$ cat src/hdl/tile_animation_table_core_macros.svh
// Assertion macros for the tile animation table core.
// Included by the top level; the macros refer to its clk and rst_n.
`ifndef TILE_ANIMATION_TABLE_CORE_MACROS_SVH
`define TILE_ANIMATION_TABLE_CORE_MACROS_SVH

// Check that a condition implies another in the same cycle
`define ATBL_ASSERT_SAME(label, ante, cons, msg) \
    label: assert property (@(posedge clk) disable iff (!rst_n) (ante) |-> (cons)) \
        else $error(msg);

// Check that a condition implies another in the next cycle
`define ATBL_ASSERT_NEXT(label, ante, cons, msg) \
    label: assert property (@(posedge clk) disable iff (!rst_n) (ante) |=> (cons)) \
        else $error(msg);

`endif

$ cat src/hdl/atbl_pkg.sv
// Shared types and constants of the tile animation table core.
// No dependencies; used by the controller, datapath, divider and top level.
package atbl_pkg;

    localparam int IN_W   = 96;
    localparam int OUT_W  = 48;
    localparam int CFG_W  = 15;
    localparam int SHW    = 9;
    localparam int OFF_W  = 16;

    localparam logic [25:0] WAIT_RST     = 26'd250000;
    localparam logic [14:0] WIDTH_RST    = 15'd256;
    localparam logic [8:0]  COUNT_RST    = 9'd64;

    localparam logic [1:0] ST_OK       = 2'd0;
    localparam logic [1:0] ST_BAD_TILE = 2'd1;
    localparam logic [1:0] ST_FULL     = 2'd2;

    localparam logic REG_SHEET_WIDTH = 1'b0;
    localparam logic REG_TILE_COUNT  = 1'b1;

    typedef enum logic [2:0] {
        CMD_TICK   = 3'd0,
        CMD_STEP   = 3'd1,
        CMD_WAIT   = 3'd2,
        CMD_ADD    = 3'd3,
        CMD_REWIND = 3'd4,
        CMD_READ   = 3'd5
    } cmd_code_t;

    typedef enum logic [3:0] {
        DP_NOP,
        DP_CLR,
        DP_LOAD,
        DP_RD_REC,
        DP_EXEC,
        DP_TICK_EVAL,
        DP_STEP_WB,
        DP_DUR_EVAL,
        DP_SHOW_WB,
        DP_NEXT_TILE,
        DP_RESULT
    } dp_op_t;

    typedef struct packed {
        dp_op_t op;
    } dp_cmd_t;

    typedef struct packed {
        logic      clr_done;
        cmd_code_t cmd;
        logic      bad;
        logic      cnt_zero;
        logic      sweep_last;
        logic      is_frame;
        logic      need_step;
        logic      dur_hit;
        logic      div_done;
    } dp_stat_t;

endpackage

$ cat src/hdl/atbl_ctrl.sv
// Controller state machine: table clear, command sequencing, tick sweep.
// Depends on atbl_pkg.
module atbl_ctrl (
    input  logic                clk,
    input  logic                rst_n,
    input  logic                in_valid,
    output logic                in_ready,
    output logic                out_valid,
    input  logic                out_ready,
    input  atbl_pkg::dp_stat_t  stat,
    output atbl_pkg::dp_cmd_t   cmd
);
    import atbl_pkg::*;

    typedef enum logic [3:0] {
        S_CLEAR, S_IDLE, S_DECODE, S_EXEC, S_DIV,
        S_T_EVAL, S_T_STEP, S_T_DUR, S_T_SHOW, S_T_NEXT, S_DONE
    } state_t;

    state_t state_reg;
    logic   out_valid_reg;
    logic   out_free;

    assign in_ready  = state_reg == S_IDLE;
    assign out_valid = out_valid_reg;
    assign out_free  = !out_valid_reg || out_ready;

    // Datapath operation for the current state
    always_comb
    begin
        cmd.op = DP_NOP;
        unique case (state_reg)
            S_CLEAR:  cmd.op = DP_CLR;
            S_IDLE:   if (in_valid) cmd.op = DP_LOAD;
            S_DECODE:
            begin
                if (stat.cmd == CMD_TICK)
                begin
                    if (!stat.cnt_zero) cmd.op = DP_RD_REC;
                end
                else if (!stat.bad)
                    cmd.op = DP_RD_REC;
            end
            S_EXEC:   cmd.op = DP_EXEC;
            S_DIV:    cmd.op = DP_NOP;
            S_T_EVAL: cmd.op = DP_TICK_EVAL;
            S_T_STEP: cmd.op = DP_STEP_WB;
            S_T_DUR:  cmd.op = DP_DUR_EVAL;
            S_T_SHOW: cmd.op = DP_SHOW_WB;
            S_T_NEXT: if (!stat.sweep_last) cmd.op = DP_NEXT_TILE;
            S_DONE:   if (out_free) cmd.op = DP_RESULT;
        endcase
    end

    // State and output valid
    always_ff @(posedge clk or negedge rst_n)
    begin
        if (!rst_n)
        begin
            state_reg     <= S_CLEAR;
            out_valid_reg <= 1'b0;
        end
        else
        begin
            if (state_reg == S_DONE && out_free)
                out_valid_reg <= 1'b1;
            else if (out_ready)
                out_valid_reg <= 1'b0;

            unique case (state_reg)
                S_CLEAR:  if (stat.clr_done) state_reg <= S_IDLE;
                S_IDLE:   if (in_valid) state_reg <= S_DECODE;
                S_DECODE:
                begin
                    case (stat.cmd) inside
                        CMD_TICK:
                            state_reg <= stat.cnt_zero ? S_DONE : S_T_EVAL;
                        CMD_STEP, CMD_WAIT, CMD_ADD, CMD_REWIND, CMD_READ:
                            state_reg <= stat.bad ? S_DONE : S_EXEC;
                        default:
                            state_reg <= S_DONE;
                    endcase
                end
                S_EXEC:   state_reg <= (stat.cmd == CMD_READ) ? S_DIV : S_DONE;
                S_DIV:    if (stat.div_done) state_reg <= S_DONE;
                S_T_EVAL:
                begin
                    if (stat.is_frame)
                        state_reg <= S_T_DUR;
                    else if (stat.need_step)
                        state_reg <= S_T_STEP;
                    else
                        state_reg <= S_T_NEXT;
                end
                S_T_STEP: state_reg <= S_T_NEXT;
                S_T_DUR:  state_reg <= stat.dur_hit ? S_T_SHOW : S_T_NEXT;
                S_T_SHOW: state_reg <= S_T_NEXT;
                S_T_NEXT: state_reg <= stat.sweep_last ? S_DONE : S_T_EVAL;
                S_DONE:   if (out_free) state_reg <= S_IDLE;
            endcase
        end
    end

endmodule

$ cat config.mk
export PLATFORM = sky130hd
export DESIGN_NAME = atbl_ctrl
export DESIGN_NICKNAME = d
export VERILOG_FILES = /design/src/hdl/tile_animation_table_core_macros.svh /design/src/hdl/atbl_pkg.sv /design/src/hdl/atbl_ctrl.sv
export SDC_FILE = /design/constraint.sdc
export NUM_CORES = 1
export LEC_CHECK = 0
export BUFFER_PORTS_ARGS = -buffer_cell sky130_fd_sc_hd__clkbuf_2
export CAP_MARGIN = 10
export CORE_MARGIN = 4
export CORE_UTILIZATION = 30
export DETAILED_ROUTE_END_ITERATION = 6
export PLACE_DENSITY = 0.49
export SLEW_MARGIN = 10
export SYNTH_ARGS = -nofsm -noshare
export SYNTH_HDL_FRONTEND = slang
export SYNTH_SLANG_ARGS = --single-unit
$ cat constraint.sdc
create_clock -name clk -period 1.9 [get_ports clk]
set_input_delay 0.19 -clock clk [delete_from_list [all_inputs] [get_ports clk]]
set_output_delay 0.19 -clock clk [all_outputs]
set_load 0.005 [all_outputs]
==> out/metrics.csv <==
stage,metric,value,unit
global_routing,grt_pass1_vias,672,
sta,finalHoldViolCount,0,
logic_synthesis,yosys-top-cells-area,"dfrtp_1 (19%), nor2_1 (8.8%), a21oi_1 (8.6%), o21ai_0 (7.0%), nand2b_1 (5.8%)",
place,gp_congestion,0.957,
logic_synthesis,synth-edff-count,0,
drt,dr.pass1.iters,4,
power_and_ir_drop,power_density,1360,mW/mm²
critical_path,cp_data_arrival_time,1510,ps
place,place_area,787,µm²
clock_tree,clk-insertion-delay-late,240,ps
global_routing,grt_overflow,0,
clock_tree,tritoncts,built,
die,die_h,54.3,µm
critical_path,cp-end-kind,output pin,
die,fp.dieArea,0.00294,mm²
job,max-cap-violations,0,
sta,fin_crit,1700,ps
power_and_ir_drop,total_power,0.00112,W
drt,vias,788,
clock_tree,cts.htree.levels,1,
drt,drtIter0Drc,16,
global_routing,grt_usage,14.7,%
layout,antenna_cells,0,
sta,setup_tns,0,ps
power_and_ir_drop,irDropWorstVdd,0.452,mV
clock_tree,clk_path_buf_depth,2,
critical_path,cp-start-kind,register,
sta,fmax,589,MHz
layout,area.sequential,125,µm²
logic_synthesis,synth-xor-area-share,0,%
logic_synthesis,synth_top_area_share,19.5,%
clock_tree,cts.sinks,5,
sta,finalMaxSlewViolations,0,
logic_synthesis,yosys.area_share.simple,33.3,%
logic_synthesis,ys.flop_type,dfrtp_1,
logic_synthesis,synth.most_common_cell,nor2_1,
layout,largest_reg_flops,4,
logic_synthesis,syn_area,642,µm²
layout,design_area,823,µm²
sta,finalCritPeriodShare,89.3,%
die,rows,16,
die,start_util,32.1,%
global_routing,grt_antenna_before_repair,0,
sta,tightest_slew,352,ps
clock_tree,cts_buffers,3,
logic_synthesis,synthCells,94,
clock_tree,cts_root_buf,clkbuf_4,
die,die_x,54.3,µm
sta,rsz0062_at_grt,false,
critical_path,path_max_fanout,9,
logic_synthesis,synthTopCellsByCount,"nor2_1 (15), a21oi_1 (11), o21ai_0 (9)",
layout,area_growth,28.3,%
sta,fin_skew,4.73,ps
sta,max_slew_margin,76.2,%
critical_path,required,1710,ps
critical_path,path_class,reg2out,
clock_tree,path_clk_slew,40,ps
layout,n_fill_cell,229,
logic_synthesis,yosys_warnings,0,
power_and_ir_drop,power.leakage,0.361,nW
drt,wl_per_cell,13.1,µm
place,io_buffers,20,
logic_synthesis,async_flop_share,100,%
hold_path,hp-class,in2async,
drt,vias_per_cell,5.40,
layout,multi_input_area,468,µm²
logic_synthesis,ys_seq_area_share,19.5,%
critical_path,ff2ff_setup_slack,230,ps
drt,wl,1920,µm
logic_synthesis,synth_compound_area_share,36.3,%
logic_synthesis,synth-seq-cells,5,
logic_synthesis,synth_cell_types,37,
logic_synthesis,synthMuxAreaShare,3.31,%
sta,setup_viol,0,
logic_synthesis,synth_top_family_by_area,compound AO/OA/AOI/OAI gates,
logic_synthesis,synth_area_per_cell,6.83,µm²
logic_synthesis,yosysTopAreaCell,dfrtp_1,
logic_synthesis,synth_nets,109,
global_routing,grt_max_degree,13,
drt,route.antenna.remaining_nets,0,
logic_synthesis,synth-adder-area-share,0,%
die,core,0.00200,mm²
die,ios,21,
global_routing,grt_pass1_wl,3080,µm
place,place_hpwl,1530,µm
layout,final_layout_size_suffix_gt1_share,29.4,%
layout,fin_nets,135,
drt,drc,0,
run_status,status,completed,
## kinds of logic (layout without fill, tap and decap cells)
kind of cell / after synthesis / after routing
multiplexers: 2 / 2
buffers and inverters: 9 / 34
AO/OA/AOI/OAI: 37 / 37
flip-flops: 5 / 5
AND/OR/NAND/NOR: 41 / 41
## cells in the final DEF, fill, tap and decap left out, drive strengths merged, types with 2 or more instances in the layout
cell	synthesis	layout
nand2b	6	6
clkbuf	0	24
a21oi	11	11
buf	7	7
nand2	4	4
nor2b	2	2
a31oi	3	3
nor4	3	3
nor2	16	16
o22ai	2	2
o21ai	9	9
nor3	3	3
dfrtp	5	5
o31a	2	2
inv	2	2
## critical path, cell delays in order (launching register included)
cell and delay [ps]:
dfrtp_1 420, buf_4 190, nor3_1 200, a21oi_1 60
o21ai_0 160, a22o_1 140, clkbuf_2 100
## worst paths after layout
kind                                     startpoint  depth (start not counted)                        to
min reg2reg                   out_valid$_DFFE_PN0P_                          2     out_valid$_DFFE_PN0P_
max                        state_reg[3]$_DFFE_PN0P_                          6                    cmd[1]
max reg2reg                state_reg[2]$_DFFE_PN0P_                          5  state_reg[0]$_DFFE_PN0P_
max in group asynchronous                     rst_n                          2  state_reg[3]$_DFFE_PN0P_
min in group clk                          out_ready                          3     out_valid$_DFFE_PN0P_
min                                           rst_n                          2  state_reg[0]$_DFFE_PN0P_
## metal layers
metal	GRT usage (%)	routed length, µm
met5	0	0
met4	9.54	43
met3	1.91	123
met2	21.7	849
met1	19.8	899
## area by class of cell
class / instances / share of cell area [%]
tap: 27 / 4.10
inverter: 2 / 0.912
timing repair buffer: 28 / 19.8
multi-input combinational: 80 / 56.8
sequential: 5 / 15.2
clock buffer: 4 / 3.19
## metrics by stage
step                cells  utilization, %  setup slack [ps]  hold WS, ps
detailed placement    141            39.3               260         8.79
global placement      141            39.3               331         12.1
floorplan              94               -               461         -106
global route          146            41.1              42.0          303
CTS                   146            41.1               195          299
finish                146            41.1               203          290
## power breakdown
group	total (W)	switching, W	internal (W)	leakage, nW
clock network	0.000122	0.0000428	0.0000794	0.0150
logic	0.000805	0.000424	0.000380	0.280
registers	0.000189	0.0000431	0.000146	0.0657
## timing repair
item	CTS	global route
gates resized for setup	0	0
hold endpoints to repair	5	0
hold buffers	1	0
buffers inserted	0	0
(Power assumes the default switching activity.)
